===== config.mk =====
export PLATFORM = sky130hd
export DESIGN_NAME = ethernet_frame_classifier
export DESIGN_NICKNAME = d
export VERILOG_FILES = /design/src/efc_pkg.sv /design/src/efc_parser.sv /design/src/efc_classifier.sv /design/src/ethernet_frame_classifier.sv
export SDC_FILE = /design/constraint.sdc
export NUM_CORES = 1
export LEC_CHECK = 0
export BUFFER_PORTS_ARGS = -buffer_cell sky130_fd_sc_hd__buf_4
export CELL_PAD_IN_SITES_DETAIL_PLACEMENT = 1
export CELL_PAD_IN_SITES_GLOBAL_PLACEMENT = 2
export CORE_ASPECT_RATIO = 0.6
export CORE_MARGIN = 2
export CORE_UTILIZATION = 44
export CTS_CLUSTER_SIZE = 25
export DETAILED_ROUTE_END_ITERATION = 6
export GPL_TIMING_DRIVEN = 1
export PLACE_DENSITY_LB_ADDON = 0.1
export SYNTH_ARGS = -nofsm -noshare
export SYNTH_HDL_FRONTEND = slang
export SYNTH_SLANG_ARGS = --single-unit

===== constraint.sdc =====
create_clock -name clk -period 7.5 [get_ports clk]
set_input_delay 0.375 -clock clk [delete_from_list [all_inputs] [get_ports clk]]
set_output_delay 0.375 -clock clk [all_outputs]
set_load 0.005 [all_outputs]

===== src/efc_pkg.sv =====
`default_nettype none
// ----------------------------------------------------------------------------
// efc_pkg
// Types and constants shared by the Ethernet frame classifier modules.
// ----------------------------------------------------------------------------
package efc_pkg;

  typedef struct packed {
    logic [7:0] frame_byte;
    logic       last_byte;
  } efc_in_t;

  typedef struct packed {
    logic [3:0]  protocol_class;
    logic [1:0]  format_error;
    logic [7:0]  payload_start;
    logic [11:0] valid_bytes;
  } efc_out_t;

  // Header fields collected while a frame streams in
  typedef struct packed {
    logic [15:0] ether_kind;
    logic        has_vlan_tag;
    logic [3:0]  ip_header_words;
    logic [15:0] ip_total_length;
    logic [7:0]  ip_protocol;
    logic [15:0] source_port;
    logic [15:0] dest_port;
    logic [3:0]  tcp_header_words;
  } efc_hdr_t;

  typedef struct packed {
    logic [15:0] mms_port;
    logic [15:0] iec104_port;
    logic [15:0] sntp_port;
  } efc_ports_t;

  typedef enum logic [3:0] {
    CLS_OTHER  = 4'd0,
    CLS_ARP    = 4'd1,
    CLS_IP     = 4'd2,
    CLS_TCP    = 4'd3,
    CLS_UDP    = 4'd4,
    CLS_ICMP   = 4'd5,
    CLS_MMS    = 4'd6,
    CLS_IEC104 = 4'd7,
    CLS_SNTP   = 4'd8,
    CLS_GOOSE  = 4'd9,
    CLS_SV     = 4'd10,
    CLS_PTP    = 4'd11
  } efc_class_t;

  typedef enum logic [1:0] {
    ERR_NONE      = 2'd0,
    ERR_IP_LEN    = 2'd1,
    ERR_TCP_SHORT = 2'd2,
    ERR_UDP_SHORT = 2'd3
  } efc_err_t;

  localparam int REG_IDX_W = 2;
  localparam logic [REG_IDX_W-1:0] REG_MMS_PORT    = 2'd0;
  localparam logic [REG_IDX_W-1:0] REG_IEC104_PORT = 2'd1;
  localparam logic [REG_IDX_W-1:0] REG_SNTP_PORT   = 2'd2;

  localparam logic [15:0] MMS_PORT_RST    = 16'd102;
  localparam logic [15:0] IEC104_PORT_RST = 16'd2404;
  localparam logic [15:0] SNTP_PORT_RST   = 16'd123;

  localparam logic [15:0] ETH_VLAN  = 16'h8100;
  localparam logic [15:0] ETH_IPV4  = 16'h0800;
  localparam logic [15:0] ETH_ARP   = 16'h0806;
  localparam logic [15:0] ETH_GOOSE = 16'h88B8;
  localparam logic [15:0] ETH_SV    = 16'h88BA;
  localparam logic [15:0] ETH_PTP   = 16'h88F7;

  localparam logic [7:0] IPP_ICMP = 8'h01;
  localparam logic [7:0] IPP_TCP  = 8'h06;
  localparam logic [7:0] IPP_UDP  = 8'h11;

  // Byte offsets in the frame
  localparam logic [7:0] OFS_TYPE_HI   = 8'd12;
  localparam logic [7:0] OFS_TYPE_LO   = 8'd13;
  localparam logic [7:0] OFS_INNER_HI  = 8'd16;
  localparam logic [7:0] OFS_INNER_LO  = 8'd17;
  localparam logic [7:0] LINK_LEN      = 8'd14;
  localparam logic [7:0] LINK_LEN_VLAN = 8'd18;
  localparam logic [7:0] OFS_IP_LEN_HI = 8'd2;
  localparam logic [7:0] OFS_IP_LEN_LO = 8'd3;
  localparam logic [7:0] OFS_IP_PROTO  = 8'd9;
  localparam logic [7:0] OFS_TCP_DOFF  = 8'd12;

  localparam logic [7:0] IP_HDR_MIN  = 8'd20;
  localparam logic [7:0] TCP_HDR_MIN = 8'd20;
  localparam logic [7:0] UDP_HDR_LEN = 8'd8;

endpackage
`default_nettype wire


===== src/efc_parser.sv =====
`default_nettype none
// ----------------------------------------------------------------------------
// efc_parser
// Counts frame bytes, picks header fields out at their offsets and, on the
// last byte, hands the collected fields and the byte count to a summary
// register while clearing the working state for the next frame.
// ----------------------------------------------------------------------------
module efc_parser #(
  parameter int MAX_FRAME_BYTES = 2048
) (
  input  wire logic                                   clk,
  input  wire logic                                   rst_n,
  input  wire logic                                   in_take,
  input  wire efc_pkg::efc_in_t                       in_item,
  input  wire logic                                   sum_take,
  output logic                                        sum_valid,
  output efc_pkg::efc_hdr_t                           sum_hdr,
  output logic [$clog2(MAX_FRAME_BYTES+1)-1:0]        sum_count
);
  import efc_pkg::*;

  localparam int CNT_W = $clog2(MAX_FRAME_BYTES + 1);
  localparam int IDX_W = (CNT_W > 8) ? CNT_W : 8;
  localparam logic [CNT_W-1:0] CNT_MAX = CNT_W'(MAX_FRAME_BYTES);

  logic [CNT_W-1:0] cnt_r, cnt_nxt;
  efc_hdr_t         hdr_r, hdr_nxt;
  logic             sum_valid_r;
  efc_hdr_t         sum_hdr_r;
  logic [CNT_W-1:0] sum_cnt_r;

  logic [IDX_W-1:0] idx;
  logic [7:0]       b;
  logic [7:0]       link_len;
  logic [7:0]       t_start;
  logic [3:0]       hw;
  logic [15:0]      kind_lo;
  logic             frame_end;

  assign idx       = IDX_W'(cnt_r);
  assign b         = in_item.frame_byte;
  assign frame_end = in_take && in_item.last_byte;
  assign link_len  = hdr_r.has_vlan_tag ? LINK_LEN_VLAN : LINK_LEN;
  assign kind_lo   = hdr_r.ether_kind | {8'h00, b};

  // transport header start follows the header length seen on this very byte
  assign hw      = (idx == IDX_W'(link_len)) ? b[3:0] : hdr_r.ip_header_words;
  assign t_start = link_len + {2'b00, hw, 2'b00};

  always_comb begin
    hdr_nxt = hdr_r;
    cnt_nxt = cnt_r;
    if (cnt_r < CNT_MAX) begin
      cnt_nxt = cnt_r + 1'b1;
      if (idx == IDX_W'(OFS_TYPE_HI)) begin
        hdr_nxt.ether_kind = {b, 8'h00};
      end
      if (idx == IDX_W'(OFS_TYPE_LO)) begin
        // an outer tag: drop its type and wait for the inner one
        if (kind_lo == ETH_VLAN) begin
          hdr_nxt.has_vlan_tag = 1'b1;
          hdr_nxt.ether_kind   = '0;
        end else begin
          hdr_nxt.ether_kind = kind_lo;
        end
      end
      if (hdr_r.has_vlan_tag && idx == IDX_W'(OFS_INNER_HI)) begin
        hdr_nxt.ether_kind = {b, 8'h00};
      end
      if (hdr_r.has_vlan_tag && idx == IDX_W'(OFS_INNER_LO)) begin
        hdr_nxt.ether_kind = kind_lo;
      end
      if (idx == IDX_W'(link_len)) begin
        hdr_nxt.ip_header_words = b[3:0];
      end
      if (idx == IDX_W'(link_len + OFS_IP_LEN_HI)) begin
        hdr_nxt.ip_total_length[15:8] = b;
      end
      if (idx == IDX_W'(link_len + OFS_IP_LEN_LO)) begin
        hdr_nxt.ip_total_length[7:0] = b;
      end
      if (idx == IDX_W'(link_len + OFS_IP_PROTO)) begin
        hdr_nxt.ip_protocol = b;
      end
      if (idx == IDX_W'(t_start)) begin
        hdr_nxt.source_port[15:8] = b;
      end
      if (idx == IDX_W'(t_start + 8'd1)) begin
        hdr_nxt.source_port[7:0] = b;
      end
      if (idx == IDX_W'(t_start + 8'd2)) begin
        hdr_nxt.dest_port[15:8] = b;
      end
      if (idx == IDX_W'(t_start + 8'd3)) begin
        hdr_nxt.dest_port[7:0] = b;
      end
      if (idx == IDX_W'(t_start + OFS_TCP_DOFF)) begin
        hdr_nxt.tcp_header_words = b[7:4];
      end
    end
  end

  always_ff @(posedge clk) begin
    if (!rst_n) begin
      cnt_r       <= '0;
      hdr_r       <= '0;
      sum_valid_r <= 1'b0;
    end else begin
      if (in_take) begin
        if (in_item.last_byte) begin
          cnt_r <= '0;
          hdr_r <= '0;
        end else begin
          cnt_r <= cnt_nxt;
          hdr_r <= hdr_nxt;
        end
      end
      if (frame_end) begin
        sum_valid_r <= 1'b1;
      end else if (sum_take) begin
        sum_valid_r <= 1'b0;
      end
    end
  end

  always_ff @(posedge clk) begin
    if (frame_end) begin
      sum_hdr_r <= hdr_nxt;
      sum_cnt_r <= cnt_nxt;
    end
  end

  assign sum_valid = sum_valid_r;
  assign sum_hdr   = sum_hdr_r;
  assign sum_count = sum_cnt_r;

endmodule
`default_nettype wire


===== src/efc_classifier.sv =====
`default_nettype none
// ----------------------------------------------------------------------------
// efc_classifier
// Turns one frame summary into a result: class by ethertype, IPv4 length
// checks and padding trim, transport split and payload offset.
// ----------------------------------------------------------------------------
module efc_classifier #(
  parameter int MAX_FRAME_BYTES = 2048
) (
  input  wire efc_pkg::efc_hdr_t                      hdr,
  input  wire logic [$clog2(MAX_FRAME_BYTES+1)-1:0]   count,
  input  wire efc_pkg::efc_ports_t                    ports,
  output efc_pkg::efc_out_t                           result
);
  import efc_pkg::*;

  localparam int CNT_W = $clog2(MAX_FRAME_BYTES + 1);
  localparam int AW    = (CNT_W > 16) ? CNT_W + 1 : 17;

  logic [7:0]    link_len;
  logic [7:0]    t_start;
  logic [7:0]    tcp_data;
  logic [AW-1:0] n_w, l_w, t_w, iplen_w, trimmed;
  logic          ip_bad;
  logic          is_mms, is_iec104, is_sntp;
  efc_class_t    cls;
  efc_err_t      err;
  logic [7:0]    pos;
  logic [AW-1:0] valid;

  assign link_len = hdr.has_vlan_tag ? LINK_LEN_VLAN : LINK_LEN;
  assign t_start  = link_len + {2'b00, hdr.ip_header_words, 2'b00};
  assign tcp_data = t_start + {2'b00, hdr.tcp_header_words, 2'b00};

  assign n_w     = AW'(count);
  assign l_w     = AW'(link_len);
  assign t_w     = AW'(t_start);
  assign iplen_w = AW'(hdr.ip_total_length);
  assign trimmed = l_w + iplen_w;
  assign ip_bad  = (n_w < l_w + AW'(IP_HDR_MIN)) || (trimmed > n_w);

  assign is_mms    = (hdr.source_port == ports.mms_port)
                  || (hdr.dest_port == ports.mms_port);
  assign is_iec104 = (hdr.source_port == ports.iec104_port)
                  || (hdr.dest_port == ports.iec104_port);
  assign is_sntp   = (hdr.source_port == ports.sntp_port)
                  || (hdr.dest_port == ports.sntp_port);

  always_comb begin
    cls   = CLS_OTHER;
    err   = ERR_NONE;
    pos   = link_len;
    valid = n_w;
    unique case (hdr.ether_kind)
      ETH_IPV4: begin
        cls = CLS_IP;
        if (ip_bad) begin
          err = ERR_IP_LEN;
        end else begin
          valid = trimmed;
          priority if (hdr.ip_protocol == IPP_TCP) begin
            cls = CLS_TCP;
            pos = t_start;
            if (n_w < t_w + AW'(TCP_HDR_MIN)) begin
              err = ERR_TCP_SHORT;
            end else if (is_mms) begin
              cls = CLS_MMS;
              pos = tcp_data;
            end else if (is_iec104) begin
              cls = CLS_IEC104;
              pos = tcp_data;
            end
          end else if (hdr.ip_protocol == IPP_UDP) begin
            // a short UDP header still classifies by the port bytes seen
            if (n_w < t_w + AW'(UDP_HDR_LEN)) begin
              err = ERR_UDP_SHORT;
            end
            if (is_sntp) begin
              cls = CLS_SNTP;
              pos = t_start + UDP_HDR_LEN;
            end else begin
              cls = CLS_UDP;
              pos = t_start;
            end
          end else if (hdr.ip_protocol == IPP_ICMP) begin
            cls = CLS_ICMP;
            pos = t_start;
          end else begin
            cls = CLS_IP;
          end
        end
      end
      ETH_ARP:   cls = CLS_ARP;
      ETH_GOOSE: cls = CLS_GOOSE;
      ETH_SV:    cls = CLS_SV;
      ETH_PTP:   cls = CLS_PTP;
      default:   cls = CLS_OTHER;
    endcase
    if (err != ERR_NONE) begin
      pos = '0;
    end
  end

  assign result.protocol_class = cls;
  assign result.format_error   = err;
  assign result.payload_start  = pos;
  assign result.valid_bytes    = valid[11:0];

endmodule
`default_nettype wire


===== src/ethernet_frame_classifier.sv =====
`default_nettype none
// ----------------------------------------------------------------------------
// ethernet_frame_classifier
// Byte-stream Ethernet classifier: optional 802.1Q tag, ethertype split,
// IPv4 length check and trim, TCP/UDP/ICMP split with port matching.
// ----------------------------------------------------------------------------
// Takes one frame byte per clock while in_ready is high, with no gaps needed
// between frames. Each byte updates the header fields; the byte marked last
// also loads a frame summary register, from which the classified result is
// loaded into the output register when that register is empty or being read.
// in_ready only drops when a finished summary and a finished result are both
// held because out_ready is low.
// Port registers take effect for frames classified after the write.
module ethernet_frame_classifier #(
  parameter int MAX_FRAME_BYTES = 2048
) (
  input  wire logic                             clk,
  input  wire logic                             rst_n,
  input  wire logic                             in_valid,
  output logic                                  in_ready,
  input  wire efc_pkg::efc_in_t                 in_item,
  output logic                                  out_valid,
  input  wire logic                             out_ready,
  output efc_pkg::efc_out_t                     out_item,
  input  wire logic                             cfg_we,
  input  wire logic [efc_pkg::REG_IDX_W-1:0]    cfg_index,
  input  wire logic [15:0]                      cfg_wdata
);
  import efc_pkg::*;

  localparam int CNT_W = $clog2(MAX_FRAME_BYTES + 1);

  efc_ports_t       ports_r;
  logic             out_valid_r;
  efc_out_t         out_item_r;

  logic             in_take;
  logic             sum_valid;
  logic             sum_take;
  efc_hdr_t         sum_hdr;
  logic [CNT_W-1:0] sum_count;
  efc_out_t         result;

  assign sum_take = sum_valid && (!out_valid_r || out_ready);
  assign in_ready = !sum_valid || sum_take;
  assign in_take  = in_valid && in_ready;

  efc_parser #(
    .MAX_FRAME_BYTES(MAX_FRAME_BYTES)
  ) u_parser (
    .clk       (clk),
    .rst_n     (rst_n),
    .in_take   (in_take),
    .in_item   (in_item),
    .sum_take  (sum_take),
    .sum_valid (sum_valid),
    .sum_hdr   (sum_hdr),
    .sum_count (sum_count)
  );

  efc_classifier #(
    .MAX_FRAME_BYTES(MAX_FRAME_BYTES)
  ) u_classifier (
    .hdr    (sum_hdr),
    .count  (sum_count),
    .ports  (ports_r),
    .result (result)
  );

  always_ff @(posedge clk) begin
    if (!rst_n) begin
      ports_r.mms_port    <= MMS_PORT_RST;
      ports_r.iec104_port <= IEC104_PORT_RST;
      ports_r.sntp_port   <= SNTP_PORT_RST;
    end else if (cfg_we) begin
      unique case (cfg_index)
        REG_MMS_PORT:    ports_r.mms_port    <= cfg_wdata;
        REG_IEC104_PORT: ports_r.iec104_port <= cfg_wdata;
        REG_SNTP_PORT:   ports_r.sntp_port   <= cfg_wdata;
        default: ;
      endcase
    end
  end

  always_ff @(posedge clk) begin
    if (!rst_n) begin
      out_valid_r <= 1'b0;
    end else if (sum_take) begin
      out_valid_r <= 1'b1;
    end else if (out_ready) begin
      out_valid_r <= 1'b0;
    end
  end

  always_ff @(posedge clk) begin
    if (sum_take) begin
      out_item_r <= result;
    end
  end

  assign out_valid = out_valid_r;
  assign out_item  = out_item_r;

  // Input stalls only with both the summary and the result held
  a_stall_cause: assert property (@(posedge clk) disable iff (!rst_n)
    !in_ready |-> (sum_valid && out_valid_r && !out_ready))
    else $error("input stalled without a held result");

  // A last byte always leaves a frame summary behind
  a_last_loads_summary: assert property (@(posedge clk) disable iff (!rst_n)
    (in_take && in_item.last_byte) |=> sum_valid)
    else $error("last byte taken but no frame summary");

  // Any format error clears the payload offset
  a_err_no_payload: assert property (@(posedge clk) disable iff (!rst_n)
    (out_valid_r && out_item_r.format_error != ERR_NONE)
      |-> (out_item_r.payload_start == 8'd0))
    else $error("payload offset set on a malformed frame");

  // A bad IP length is only reported on plain IP
  a_iplen_class: assert property (@(posedge clk) disable iff (!rst_n)
    (out_valid_r && out_item_r.format_error == ERR_IP_LEN)
      |-> (out_item_r.protocol_class == CLS_IP))
    else $error("IP length error on a non-IP class");

endmodule
`default_nettype wire


==> run summary <==
The initial core utilization came out at 45.1%. The average via count per standard cell is 5.93. The H-tree depth is 1. The met3 track utilization from global routing came out at roughly 6.4%.

The met2 layer usage reported by global route came out at a little over a third. In the final timing run, aggregate negative setup slack is 0 ps. The startpoint identified for the worst hold timing path is cfg_wdata[8]. The fraction of synthesized area in multiplexers is between 6 and 7%. Setup repair after global routing left no endpoint under its margin. The actual transition at the worst max-transition pin is around 1200 ps. The synthesized area is about 0.014 sq mm. met1 is the most crowded layer. Of all cell types, the one taking the most synthesized area is edfxtp_1. In this run the worst hold path is classified as input pin to flip-flop.

The share of synthesized cell area in full adder, half adder and majority cells is 4.80%. The largest individual stage delay along the critical path comes from the cell nor4b_2. The met1 track utilization from global routing came out at approximately 45%.

Dividing the final minimum period by the clock period gives between 70 and 80%. The post-CTS setup buffer count is 0. After synthesis the netlist holds a flip-flop and latch count of 261.

The synthesized netlist devotes between 10% and 20% of its cell area to simple gates. The number of distinct library cell variants in the gate-level netlist after synthesis is between 70 and 80. Dividing total power by cell area gives a power density of between 200 and 250 mW/mm^2. The net count reported at finish is 1538. The tree is rooted in a clkbuf_16. The most numerous cell type found on the critical path is xnor2_1.

The share of post-route cells with drive strength above 1 is between 10% and 20%. The diode insertion count for antenna repair came out at 0. The type of the worst setup path is flip-flop to flip-flop. The number of hold violations in the final report came to 0. The average size of a mapped cell came out at just under 10 sq um.

The maximum number of pins on one net before global-route repair is 104. The dominant register cell in the synthesized netlist is dfxtp_1. The clock transition at the register clock pins on the worst setup and hold paths after CTS came out at 70 ps. The final critical-path setup slack is roughly 1700 ps.

The utilization after layout came out at approximately 51%. Synthesis produced a netlist with a net count of 1512. The path depth of the worst reg2reg path came out at 13. In this run the worst setup path terminates at u_parser.hdr_r[30]$_SDFFE_PN0P_. The routability congestion estimate came out at between 0.9 and 1. The highest fanout seen on the critical path came out at 15.

The gate count of the mapped netlist is between 1000 and 1500. Summing the areas of all xor and xnor instances in the mapped netlist gives 8.39% of the synthesized area. STA classifies the critical path endpoint as a flip-flop. Across every metal layer, demand over resource in global routing totals roughly 28%. The sort of element at the start of the critical path is a flip-flop. For this run, the slowest stage of the critical path takes roughly 970 ps. After synthesis, the largest family of logic cells by area is simple AND/OR/NAND/NOR gates.

The setup slack at placement is 1890 ps. The post-route clock skew came out at 29.3 ps. The register-to-register setup slack came out at between 1500 and 2000 ps. The worst-case clock buffer depth is 3. The wire length of the first global-routing pass came out at slightly above 70000 microns. The warning count from the yosys run came out at 0. The completed layout was analyzed and its total power is 0.00329 W.

For the worst setup path, the data arrival time is about 6200 ps. The share of synthesized registers carrying an async set or reset came out at 0%. Ranked by total cell area, the synthesized netlist is headed by edfxtp_1 (25%), dfxtp_1 (20%), mux2_2 (5.5%), xor2_1 (4.8%), nand2_1 (4.8%). The run finished with clean final reports. The full die area came out at 0.0338 sq mm. The placeable core region came out at 0.0315 sq mm. The global route total overflow came out at 0. Setup violations remaining at the end of the flow were counted as 0. The number of enable flip-flop cells after synthesis is 118. The total routed wirelength came out at 46800 microns.

The DRC violation count after routing is 0. The number of placement rows came out at 50. The die width came out at ~240 microns. The maximum resistive drop on vdd came out at approximately 0.00017 V.

The residual antenna-violating net count after detailed routing is 0. The number of global-route vias before repair came out at around 11000. The number of non-filler instances in the completed layout came out at between 1500 and 2000. The routed design could run at a clock period as short as 5780 ps. The DRC violation total after the first TritonRoute iteration came out at approximately 1100. In this run the count of I/O pins placed on the die edge is 60.

The highest clock rate came out at between 150 and 200 MHz. The number of fillers in the final layout is 3472. The die outline height came out at around 140 microns. The library cells used most frequently in the layout, excluding fill and tap cells, are nand2_1 (180), dfxtp_1 (143), edfxtp_1 (118). The number of vias in the routed layout is ~11000.

The first detailed-routing pass took 5 iterations. The number of buffers inserted by port buffering is between 50 and 60. Leaving out fill and tap cells, the most frequent cell in the layout is nand2_1. The endpoint identified for the worst register-to-register timing path is u_parser.hdr_r[30]$_SDFFE_PN0P_. The initial antenna violation count is 0. TritonCTS built the clock tree. The max-cap check violation count is 0. The routed wire length per instance came out at between 20 and 25 microns.

The startpoint identified for the worst register-to-register timing path is u_parser.cnt_r[8]$_SDFFE_PN0P_. The number of buffers created by CTS is 27. The placed instance count came out at approximately 1800.

The area of the multi-input gates came out at around 0.0074 sq mm. The worst slew margin relative to its limit is ~18%. The number of buffers inserted for hold repair after clock tree synthesis came out at 0.

The share of Yosys cell area claimed by the top area cell type is 25.0%. The reported leakage power came out at roughly 5.9 nW. The post-synthesis to final-layout area growth came out at 12.4%.

Of the synthesized area, sequential elements account for a little under half. The post-cts sizing count is 0. The critical path required time is just under 8000 ps.

The total count of max-transition violations in the final report came out at 0. The synthesized netlist devotes a little over an eighth of its cell area to compound gates. Traced cell by cell, the critical path runs through nor4_4 > o211ai_1 > o21ai_0 > ha_1 > inv_1 > fa_1 > xnor2_1 > xnor2_1 > nor4b_1 > nor4b_2 > o21ai_1 > a22oi_1 > nor2b_1. At the later pin of the worst-skew pair, clock insertion delay measures approximately 580 ps.

The clock net sink count is ~260. Detailed placement ended at an HPWL of 33800 microns. The most critical setup path has its startpoint at u_parser.cnt_r[8]$_SDFFE_PN0P_. The sequential cell area came out at around 0.0064 sq mm.
## critical path: cells and delay by family (launching register included)
family,cells,cell delay (ps)
flip-flops,1,390
XOR/XNOR,2,890
adder cells (fa/ha/maj),2,690
AO/OA/AOI/OAI,4,1450
buffers and inverters,1,60
AND/OR/NAND/NOR,4,2170
## sequential cells by signal (all words and copies together) (netlist names)
register,flops
u_parser.sum_count,12
ports_r,48
u_parser.sum_valid,1
out_item,25
u_parser.cnt_r,12
u_parser.hdr_r,81
out_valid,1
u_parser.sum_hdr,81
## logic make-up (layout without fill, tap and decap cells)
family	Yosys count	after routing
xor+xnor	136	136
buf+inv	118	165
other cells	1	1
mux	78	78
flops	261	261
simple gates	514	514
fa+ha+maj	52	52
compound gates	268	268
## worst min-delay path by stage
stage,slack (ps),cells after the start,to
2_1_floorplan,440,2,u_parser.hdr_r[10]$_SDFFE_PN0P_
3_3_place_gp,450,2,u_parser.hdr_r[5]$_SDFFE_PN0P_
3_5_place_dp,460,2,u_parser.hdr_r[10]$_SDFFE_PN0P_
4_1_cts,30,3,ports_r[24]$_SDFFE_PN1P_
5_1_grt,60,3,ports_r[37]$_SDFFE_PN1P_
6_report,50,3,ports_r[24]$_SDFFE_PN1P_
## layer usage
layer	routed length, microns	up-vias
met5	0	-
met4	594	0
met3	3790	40
met2	17500	336
met1	24900	5666
li1	-	5172
## layout make-up
class                      count  share of cell area, %
clock buffer                  35                   4.87
clock inverter                15                   1.15
inverter                      44                   1.04
multi-input combinational   1049                   46.2
sequential                   261                   40.2
tap                          416                   3.26
timing repair buffer          71                   3.34
## cells in the mapped netlist (3+ instances only)
cell type  count
fa_1           4
nand2_1      181
mux2i_1        9
o211ai_1       3
o22ai_1        3
inv_1         43
nor3_1        13
o21ai_1        3
nand2b_1      16
nor3b_1        3
a211oi_1       3
a21boi_1      13
or3_1          3
buf_1          5
a22oi_1       63
ha_1          48
edfxtp_1     118
a21oi_1       31
xor2_1        78
o21a_1         7
and2_1        19
mux2_2        69
nand4_1       28
and3_1         7
and4_1         4
a21o_1        15
nor4_1        29
a2bb2oi_1      3
and3b_1        3
a31oi_1       10
nor4b_1        8
dfxtp_1      143
or4_1          3
nand3_1       56
nor2b_1       83
o21ai_0       38
a22o_1         7
nor2_1        37
a21boi_0      47
o2111ai_1      4
clkbuf_1      65
xnor2_1       58
or3b_1         9
## power by group
group          switching, W  internal [W]  total (W)
sequential        0.0000416       0.00151    0.00156
clock              0.000607      0.000868    0.00148
combinational      0.000159     0.0000954   0.000255
total              0.000808       0.00248    0.00329
## metrics by stage
stage | hold WS (ps) | area (sq um)
2_1_floorplan | 440 | 14200
3_5_place_dp | 456 | 15000
5_1_grt | 58.0 | 16000
4_1_cts | 26.0 | 16000
3_3_place_gp | 452 | 15000
6_report | 49.4 | 16000
No activity file was read; power rests on OpenSTA's default activity.
